File: src/rtl/core/nbrld_pkg.sv
`default_nettype none
// ----------------------------------------------------------------------------
// Nine-bit run-length deframer package
// Shared widths, constants and the request and result payload types.
// ----------------------------------------------------------------------------
package nbrld_pkg;

	// Field widths
	localparam int DUR_W  = 16;
	localparam int BYTE_W = 8;
	localparam int POS_W  = 5;

	// Character format and frame length rule
	localparam int CHAR_BITS   = 11;
	localparam int BASE_LENGTH = 3;
	localparam int MAX_RESULTS = 6;

	// Default timing parameters
	localparam int BIT_PERIOD_US_DEF = 208;
	localparam int MAX_RUN_BITS_DEF  = 63;

	// Operation codes
	localparam logic OP_RUN   = 1'b0;
	localparam logic OP_FLUSH = 1'b1;

	typedef struct packed {
		logic             operation;
		logic             level;
		logic [DUR_W-1:0] duration_us;
	} item_t;

	typedef struct packed {
		logic [BYTE_W-1:0] data_byte;
		logic [POS_W-1:0]  char_index;
		logic [POS_W-1:0]  frame_length;
		logic              frame_done;
		logic              last_of_step;
	} result_t;

endpackage
`default_nettype wire

File: src/rtl/core/nine_bit_run_length_deframer_top.sv
`default_nettype none
// ----------------------------------------------------------------------------
// Nine-bit run-length deframer
// Turns captured line runs into decoded characters of a length-framed message.
// ----------------------------------------------------------------------------
// Each run request is worked off one bit period per cycle while the block is
// not waiting on the output side: the run's rounded duration is held in a
// remainder register from which the bit period is subtracted each time one
// copy of the level is shifted into the 11-bit character register, and a run
// is saturated at MAX_RUN_BITS bits. A timeout flush shifts zeros the same
// way. Requests are taken one at a time; a decoded character is held in a
// staging register and then in the output register, so the block only waits
// on the output side when two characters are still undelivered. Every
// character that completes gives one result, but at most six results are
// reported per request; the last result caused by a request carries
// last_of_step.
module nine_bit_run_length_deframer_top #(
	parameter int BIT_PERIOD_US = nbrld_pkg::BIT_PERIOD_US_DEF,
	parameter int MAX_RUN_BITS  = nbrld_pkg::MAX_RUN_BITS_DEF
) (
	input  wire                 clk,
	input  wire                 arst_n,
	input  wire                 item_valid,
	output logic                item_ready,
	input  nbrld_pkg::item_t    item,
	output logic                result_valid,
	input  wire                 result_ready,
	output nbrld_pkg::result_t  result
);
	import nbrld_pkg::*;

	localparam int REM_W     = $clog2((2 ** DUR_W) + (BIT_PERIOD_US / 2));
	localparam int CNT_W     = $clog2(MAX_RUN_BITS + 1);
	localparam int BITPOS_W  = $clog2(CHAR_BITS + 1);
	localparam int RES_CNT_W = $clog2(MAX_RESULTS + 1);

	typedef enum logic [1:0] {
		ST_IDLE,
		ST_RUN,
		ST_FLUSH,
		ST_FINAL
	} state_t;

	// Control state
	state_t                state_q, state_d;
	logic                  in_frame_q, in_frame_d;
	logic [CHAR_BITS-1:0]  shift_q, shift_d;
	logic [BITPOS_W-1:0]   bitpos_q, bitpos_d;
	logic [POS_W-1:0]      charpos_q, charpos_d;
	logic [POS_W-1:0]      explen_q, explen_d;
	logic [RES_CNT_W-1:0]  res_cnt_q, res_cnt_d;
	logic                  pend_v_q, pend_v_d;
	logic                  out_v_q, out_v_d;

	// Payload registers
	logic [REM_W-1:0]      rem_q, rem_d;
	logic [CNT_W-1:0]      cnt_q, cnt_d;
	logic                  level_q, level_d;
	result_t               pend_q, pend_d;
	result_t               out_q, out_d;

	// Combinational working signals
	logic                  out_free;
	logic                  can_emit;
	logic                  push_en;
	logic                  push_bit;
	logic [CHAR_BITS-1:0]  shifted;
	logic [BITPOS_W-1:0]   bitpos_inc;
	logic [BYTE_W-1:0]     raw_byte;
	logic [BYTE_W-1:0]     dec_byte;
	logic [POS_W-1:0]      new_len;
	logic [POS_W-1:0]      new_pos;
	logic                  done;

	assign item_ready   = (state_q == ST_IDLE);
	assign result_valid = out_v_q;
	assign result       = out_q;

	// Next-state logic for the sequencer, the character register and results.
	always_comb begin
		state_d    = state_q;
		in_frame_d = in_frame_q;
		shift_d    = shift_q;
		bitpos_d   = bitpos_q;
		charpos_d  = charpos_q;
		explen_d   = explen_q;
		res_cnt_d  = res_cnt_q;
		pend_v_d   = pend_v_q;
		out_v_d    = out_v_q;
		rem_d      = rem_q;
		cnt_d      = cnt_q;
		level_d    = level_q;
		pend_d     = pend_q;
		out_d      = out_q;

		push_en    = 1'b0;
		push_bit   = (state_q == ST_RUN) ? level_q : 1'b0;
		shifted    = {shift_q[CHAR_BITS-2:0], push_bit};
		bitpos_inc = bitpos_q + BITPOS_W'(1);
		raw_byte   = ~shifted[BYTE_W+1:2];
		for (int i = 0; i < BYTE_W; i++) begin
			dec_byte[i] = raw_byte[BYTE_W-1-i];
		end
		new_len    = (charpos_q == POS_W'(1)) ?
			POS_W'(BASE_LENGTH) + {1'b0, dec_byte[3:0]} : explen_q;
		new_pos    = charpos_q + POS_W'(1);
		done       = (new_pos == new_len);

		// The output register empties when its result is taken.
		if (out_v_q && result_ready) begin
			out_v_d = 1'b0;
		end
		out_free = !out_v_q || result_ready;
		can_emit = !pend_v_q || out_free;

		unique case (state_q)
			ST_IDLE: begin
				if (item_valid) begin
					res_cnt_d = '0;
					if (item.operation == OP_RUN) begin
						rem_d   = REM_W'(item.duration_us) + REM_W'(BIT_PERIOD_US / 2);
						cnt_d   = '0;
						level_d = item.level;
						if (in_frame_q || item.level) begin
							if (!in_frame_q) begin
								in_frame_d = 1'b1;
								explen_d   = POS_W'(BASE_LENGTH);
								charpos_d  = '0;
								bitpos_d   = '0;
								shift_d    = '0;
							end
							state_d = ST_RUN;
						end
					end else if (in_frame_q) begin
						if (bitpos_q != '0) begin
							state_d = ST_FLUSH;
						end else begin
							in_frame_d = 1'b0;
						end
					end
				end
			end
			ST_RUN: begin
				if (rem_q < REM_W'(BIT_PERIOD_US) || cnt_q == CNT_W'(MAX_RUN_BITS)) begin
					state_d = ST_FINAL;
				end else if (can_emit) begin
					push_en = 1'b1;
					rem_d   = rem_q - REM_W'(BIT_PERIOD_US);
					cnt_d   = cnt_q + CNT_W'(1);
				end
			end
			ST_FLUSH: begin
				if (can_emit) begin
					push_en = 1'b1;
				end
			end
			ST_FINAL: begin
				if (!pend_v_q) begin
					state_d = ST_IDLE;
				end else if (out_free) begin
					out_d              = pend_q;
					out_d.last_of_step = 1'b1;
					out_v_d            = 1'b1;
					pend_v_d           = 1'b0;
					state_d            = ST_IDLE;
				end
			end
			default: begin
				state_d = ST_IDLE;
			end
		endcase

		// Shift one bit in and decode the character once it is complete.
		if (push_en) begin
			if (bitpos_inc == BITPOS_W'(CHAR_BITS)) begin
				explen_d  = new_len;
				charpos_d = new_pos;
				shift_d   = '0;
				bitpos_d  = '0;
				if (res_cnt_q < RES_CNT_W'(MAX_RESULTS)) begin
					if (pend_v_q) begin
						out_d              = pend_q;
						out_d.last_of_step = 1'b0;
						out_v_d            = 1'b1;
					end
					pend_d.data_byte    = dec_byte;
					pend_d.char_index   = charpos_q;
					pend_d.frame_length = new_len;
					pend_d.frame_done   = done;
					pend_d.last_of_step = 1'b0;
					pend_v_d            = 1'b1;
					res_cnt_d           = res_cnt_q + RES_CNT_W'(1);
				end
				if (done || !push_bit) begin
					state_d = ST_FINAL;
				end
				if (done || state_q == ST_FLUSH) begin
					in_frame_d = 1'b0;
				end
			end else begin
				shift_d  = shifted;
				bitpos_d = bitpos_inc;
			end
		end
	end

	// Sequencer state, frame state and the result valid flag.
	always_ff @(posedge clk or negedge arst_n) begin
		if (!arst_n) begin
			state_q    <= ST_IDLE;
			in_frame_q <= 1'b0;
			shift_q    <= '0;
			bitpos_q   <= '0;
			charpos_q  <= '0;
			explen_q   <= POS_W'(BASE_LENGTH);
			res_cnt_q  <= '0;
			pend_v_q   <= 1'b0;
			out_v_q    <= 1'b0;
		end else begin
			state_q    <= state_d;
			in_frame_q <= in_frame_d;
			shift_q    <= shift_d;
			bitpos_q   <= bitpos_d;
			charpos_q  <= charpos_d;
			explen_q   <= explen_d;
			res_cnt_q  <= res_cnt_d;
			pend_v_q   <= pend_v_d;
			out_v_q    <= out_v_d;
		end
	end

	// Run remainder, bit count and result payloads.
	always_ff @(posedge clk) begin
		rem_q   <= rem_d;
		cnt_q   <= cnt_d;
		level_q <= level_d;
		pend_q  <= pend_d;
		out_q   <= out_d;
	end

endmodule
`default_nettype wire

File: config.mk
export PLATFORM = sky130hd
export DESIGN_NAME = nine_bit_run_length_deframer_top
export DESIGN_NICKNAME = d
export VERILOG_FILES = /design/src/rtl/core/nbrld_pkg.sv /design/src/rtl/core/nine_bit_run_length_deframer_top.sv
export SDC_FILE = /design/constraint.sdc
export NUM_CORES = 1
export LEC_CHECK = 0
export BUFFER_PORTS_ARGS = -buffer_cell sky130_fd_sc_hd__buf_2
export CAP_MARGIN = 5
export CORE_AREA = 3 3 128 130
export DETAILED_ROUTE_END_ITERATION = 7
export DIE_AREA = 0 0 131 133
export PLACE_DENSITY = 0.53
export SETUP_SLACK_MARGIN = 0.2
export SLEW_MARGIN = 40
export SYNTH_ARGS = -nofsm -noshare
export SYNTH_HDL_FRONTEND = slang
export SYNTH_SLANG_ARGS = --single-unit
File: constraint.sdc
create_clock -name clk -period 3.1 [get_ports clk]
set_input_delay 0.155 -clock clk [delete_from_list [all_inputs] [get_ports clk]]
set_output_delay 0.155 -clock clk [all_outputs]
set_load 0.02 [all_outputs]
==> results of run 1 <==
==> worst paths after layout <==
check / from / to / cells past startpoint
min reg2reg: explen_q[1]$_DFF_PN1_ / explen_q[1]$_DFF_PN1_ / 2
max: rem_q[9]$_DFFE_PP_ / flop / 5
max in group asynchronous: arst_n / explen_q[1]$_DFF_PN1_ / 3
min: item[16] / level_q$_DFFE_PP_ / 1
max reg2reg: rem_q[9]$_DFFE_PP_ / flop / 5
min in group asynchronous: arst_n / shift_q[3]$_DFFE_PN0P_ / 2
==> what timing repair did <==
action                     CTS  global route
pin swaps                    0             0
setup buffers                0             0
hold buffers                 1             0
resized for setup            1             1
setup endpoints to repair   19            19
hold endpoints to repair    29             0
==> kinds of logic after synthesis <==
family          count (synthesis)
compound gates                103
buf+inv                        40
mux                            12
xor+xnor                       34
flops                          90
fa+ha+maj                      15
simple gates                   95
==> per-stage QoR <==
step | hold WS [ps] | total power, µW | util (%) | worst slack (ps) | instance area [µm²]
2_1_floorplan | -140.6 | 3797 | - | 261.9 | 4601
3_3_place_gp | 251.6 | 4351 | 33.10 | 186.9 | 5050
3_5_place_dp | 265.7 | 4403 | 33.10 | 157.6 | 5050
4_1_cts | 38.09 | 5443 | 34.93 | 260.9 | 5330
5_1_grt | 36.35 | 5800 | 35.19 | 215.1 | 5369
6_report | 48.95 | 5390 | 35.19 | 330.6 | 5369
==> worst reg2reg max path: stages, from the launching register on <==
cell and delay, ps:
edfxtp_1 440, or4_4 570, or4_4 570, a21o_1 320, a31o_4 370, a22o_1 260
==> cell type report <==
type	count	area (µm²)
clock buffer	10	229.0
clock inverter	6	41.29
fill	1489	9889
inverter	25	93.84
multi-input combinational	259	1896
sequential	90	2540
tap	211	264.0
timing repair buffer	51	305.3
==> report_power, final <==
part | switching (µW) | total, µW | internal (µW)
Clock | 461 | 1010 | 545
Combinational | 1230 | 2140 | 905
Sequential | 343 | 2250 | 1900
Total | 2040 | 5390 | 3350
==> layout by cell type, fill, tap and decap left out, types with 3 or more instances in the layout <==
master	netlist	layout
nor3_1	8	8
o311ai_0	4	4
nand4_1	4	4
clkbuf_16	0	9
a21oi_1	14	14
mux2i_1	10	10
nor4_1	3	3
o21ai_0	22	22
nand2_1	20	19
inv_1	25	25
buf_4	0	9
a211oi_1	4	4
and3_1	3	3
nand3_1	10	10
nor3b_1	4	4
xor2_1	16	16
nor2_1	14	13
buf_2	2	40
xnor2_1	18	18
o211ai_1	7	7
nor2b_1	3	3
ha_1	15	15
or2_2	5	5
dfrtp_1	29	29
nand3b_1	3	3
a22o_1	29	29
o22ai_1	3	3
nand2b_1	4	4
and2_1	7	7
edfxtp_1	58	58
o21a_1	3	3
==> metal layers <==
layer / global-route usage (%) / wire, µm
met3: 3.674 / 428
met2: 17.49 / 4269
met4: 3.543 / 142
met1: 13.51 / 4240
met5: 0 / 0
==> qor.csv, run 1 <==
metric;value;unit
ios;44;
synth_commonest_cells;58 x edfxtp_1, 29 x a22o_1, 29 x dfrtp_1;
routed_wl;9.080;mm
track_usage;10.84;%
critPathTopFamily;simple AND/OR/NAND/NOR gates;
path_buf_inv;0;
setup_tns;0;ps
synthArstFlopShare;34.44;%
hold_path_class;input pin to flop;
synth_area;0.004592;mm²
synthTopCellsByArea;edfxtp_1 38%, dfrtp_1 16%, a22o_1 5.5%;
synth_most_common_cell;edfxtp_1;
path_clk_slew;70;ps
rsz0062_at_grt;no;
grt_max_degree;36;
h-tree-depth;3;
drtIter0Drc;214;
slew_violations;0;
ys_warn_count;0;
reg2reg_slack;330;ps
rows;45;
cts_tree;yes;
diodes;0;
synth_edf_count;58;
wl_per_cell;13.93;µm
path_max_fanout;19;
synth_fp_nets;426;
place.port_buffers;40;
path_cells;or4_4, or4_4, a21o_1, a31o_4, a22o_1;
synth_top_family_by_area;compound AO/OA/AOI/OAI gates;
skew;6.244;ps
gp_congestion;0.7348;
synthFlopType;edfxtp_1;
die_area;0.01742;mm²
antenna_found_initial;0;
fin_crit_sh;89.34;%
cts_sinks;90;
drc;0;
arrival;2860;ps
ir_worst_vdd;325.6;µV
drive_gt1_share;18.59;%
yosysTopAreaCell;edfxtp_1;
fin_nets;473;
crit_required;3190;ps
coreArea;0.01526;mm²
ys_seq_area_share;55.31;%
finalNonFillerCells;652;
p_leak;0.002177;µW
slew_headroom;63.78;%
setup_viol;0;
firstDrtPassIters;4;
hold_viol_final;0;
synth_cell_types;56;
cpMostUsedCell;or4_4;
dp_cells;634;
ys_ff_latch;90;
cp-start-kind;flop;
synth-xor-area-share;6.485;%
synthSimpleGateAreaFrac;11.34;%
synthAdderAreaFrac;4.087;%
die_y;133;µm
worst_slew_pin_slew;535.8;ps
status;finished clean;
worstSetupPathType;flop to flop;
grt_pass1_wl;15.10;mm
clk_latency;340;ps
max-clock-path-buffers;2;
area_growth;16.92;%
ant_nets;0;
place_hpwl;6.454;mm
cp_slowest_cell;or4_4;
power_density;1004;mW/mm²
syn_area_per_cell;11.80;µm²
synthMuxAreaShare;2.670;%
routed-via-count;3162;
cts_buffers;9;
start_util;30.09;%
synth-compound-area-share;16.29;%
grt_overflow_total;0;
first_global_vias;3074;
cpPeakStageDelay;570;ps
timing.final.crit_period;2769;ps
drv_cap;0;
die_x;131;µm
netlist_instances;389;
endpoint_kind;flop;
synth_top_area_share;37.93;%
clockRootBuffer;clkbuf_16;
max_freq;361.1;MHz
via_per_inst;4.850;
(Power assumes the default switching activity.)
==> inputs of run 2 (changes only) <==
--- a/config.mk
+++ b/config.mk
@@ -7,9 +7,9 @@
 export LEC_CHECK = 0
 export BUFFER_PORTS_ARGS = -buffer_cell sky130_fd_sc_hd__buf_2
 export CAP_MARGIN = 5
-export CORE_AREA = 3 3 128 130
+export CORE_AREA = 3 3 98 170
 export DETAILED_ROUTE_END_ITERATION = 7
-export DIE_AREA = 0 0 131 133
+export DIE_AREA = 0 0 101 173
 export PLACE_DENSITY = 0.53
 export SETUP_SLACK_MARGIN = 0.2
 export SLEW_MARGIN = 40
==> run 2 against run 1 <==
  * Die area is 0.29% higher
  * Clock skew is 1.4 ps higher
  * Via count is 2.1% lower
  * Routed wire length is 1.1% higher
  * Count of clock-buffer cells in the layout stayed put
  * Register-to-register slack better by 20 ps
  * Combinational power hardly changed
  * Sequential share of layout area is 0.31 points higher
  * Largest cell class unchanged
  * Highest routed layer unchanged
==> qor.csv, run 2 (synthesized netlist as in run 1, its figures left out) <==
metric;value;unit;change
status;finished clean;;unchanged
skew;7.656;ps;was 6.244 ps
path_max_fanout;19;;unchanged
diodes;0;;unchanged
fin_nets;473;;unchanged
clk_latency;340;ps;about the same
gp_congestion;0.7792;;was 0.7348
grt_overflow_total;0;;unchanged
routed-via-count;3096;;was 3162
cts_setup_buffers;0;;unchanged
final_common_cell;edfxtp_1;;unchanged
path_clk_slew;70;ps;about the same
final_cell_mix;58 x edfxtp_1, 40 x buf_2, 29 x a22o_1, 29 x dfrtp_1, 25 x inv_1;;unchanged
hold_path_class;input pin to flop;;unchanged
die_y;173;µm;was 133 µm
h-tree-depth;3;;unchanged
fill_cells;1546;;was 1489
reg2reg_slack;350;ps;was 330 ps
max-clock-path-buffers;2;;unchanged
timing.final.crit_period;2753;ps;was 2769 ps
fin_crit_sh;88.82;%;was 89.34%
arrival;2850;ps;was 2860 ps
ios;44;;unchanged
power_density;1020;mW/mm²;was 1004 mW/mm²
p_leak;0.002183;µW;was 0.002177 µW
worstHoldStart;item[16];;unchanged
drv_cap;0;;unchanged
final_design_area_no_fill;0.005334;mm²;was 0.005369 mm²
firstDrtPassIters;4;;unchanged
antenna_found_initial;0;;unchanged
worst_slew_pin_slew;803.8;ps;was 535.8 ps
ir_worst_vdd;422.7;µV;was 325.6 µV
hold_viol_final;0;;unchanged
setup_viol;0;;unchanged
start_util;29.69;%;was 30.09%
grt_pass1_wl;15.32;mm;was 15.10 mm
drc;0;;unchanged
cts_sinks;90;;unchanged
crit_start;rem_q[9]$_DFFE_PP_;;unchanged
via_per_inst;4.938;;was 4.850
rows;60;;was 45
die_x;101;µm;was 131 µm
coreArea;0.01546;mm²;was 0.01526 mm²
ff2ff_path_depth;5;;unchanged
drive_gt1_share;18.82;%;was 18.59%
rsz0062_at_grt;no;;unchanged
slew_violations;0;;unchanged
routed_wl;9.184;mm;was 9.080 mm
crit_required;3190;ps;about the same
track_usage;10.81;%;was 10.84%
regArea;0.002540;mm²;unchanged
area_growth;16.16;%;was 16.92%
slew_headroom;46.21;%;was 63.78%
worstSetupPathType;flop to flop;;unchanged
finish.utilization;34.49;%;was 35.19%
clockRootBuffer;clkbuf_16;;unchanged
place_hpwl;6.710;mm;was 6.454 mm
drtIter0Drc;129;;was 214
place_area;0.005019;mm²;was 0.005050 mm²
first_global_vias;3180;;was 3074
die_area;0.01747;mm²;was 0.01742 mm²
max_freq;363.2;MHz;was 361.1 MHz
endpoint_kind;flop;;unchanged
worstReg2RegStart;rem_q[9]$_DFFE_PP_;;unchanged
cts_buffers;9;;unchanged
setup_tns;0;ps;unchanged
wl_per_cell;14.65;µm;was 13.93 µm
grt_max_degree;36;;unchanged
ant_nets;0;;unchanged
cts_tree;yes;;unchanged
place.port_buffers;40;;unchanged
cp-start-kind;flop;;unchanged
holdPathStages;1;;unchanged
multi_input_area;0.001906;mm²;was 0.001896 mm²
==> run 2: cell types whose count changed in the layout (fill, tap and decap cells not counted), sizes merged <==
| cell | before | now |
|---|---|---|
| buf | 50 | 49 |
| clkinv | 2 | 1 |
| clkinvlp | 2 | 0 |
| inv | 27 | 30 |
| nand2 | 20 | 21 |
==> run 2: area by class of cell <==
type / count / area share [%]
clock buffer: 10 / 4.293
clock inverter: 6 / 1.032
inverter: 25 / 1.759
multi-input combinational: 260 / 35.73
sequential: 90 / 47.62
tap: 186 / 4.363
timing repair buffer: 50 / 5.208
==> run 2: through the flow <==
step	std cells	hold slack (ps)	power, µW	setup WS, ps
finish	627	38.61	5439	346.6
floorplan	389	-140.6	3797	261.9
global route	627	36.16	5850	233.4
detailed placement	609	248.8	4423	155.4
global placement	609	248.4	4370	206.3
CTS	626	15.10	5497	258.6
==> run 2: repair_timing <==
action                                  4_1_cts  5_1_grt
endpoints found under the setup margin       19       38
resized for setup                             1        3
pin swaps                                     0        1
endpoints found under the hold margin        29        0
hold buffers                                  1        0
gates cloned                                  0        1
==> run 2: how the worst min path moves through the flow <==
stage,to,slack (ps)
finish,level_q$_DFFE_PP_,40
global placement,charpos_q[1]$_DFF_PN0_,250
CTS,level_q$_DFFE_PP_,20
global route,level_q$_DFFE_PP_,40
detailed placement,charpos_q[1]$_DFF_PN0_,250
floorplan,bitpos_q[0]$_DFFE_PN0P_,-140
==> run 2: power breakdown <==
group          switching [µW]  total (µW)  leakage, µW  internal [µW]
logic                    1230        2140      0.00104            910
registers                 352        2250      0.00100           1900
clock network             484        1050     0.000140            563
total                    2060        5440      0.00218           3380
==> run 2: metal layers <==
layer | global-route usage [%] | vias up | share of wire (%)
met4 | 3.827 | 0 | 1.3
met2 | 19.64 | 52 | 54
met1 | 12.35 | 1488 | 41
met5 | 0 | - | 0
met3 | 2.019 | 9 | 3.5
li1 | - | 1547 | -
==> run 2: worst max-delay path: stages (launching register included) <==
cell and delay [ps]:
edfxtp_1 450, or4_4 570, or4_4 570, a21o_1 310, a31o_4 360, a22o_1 250
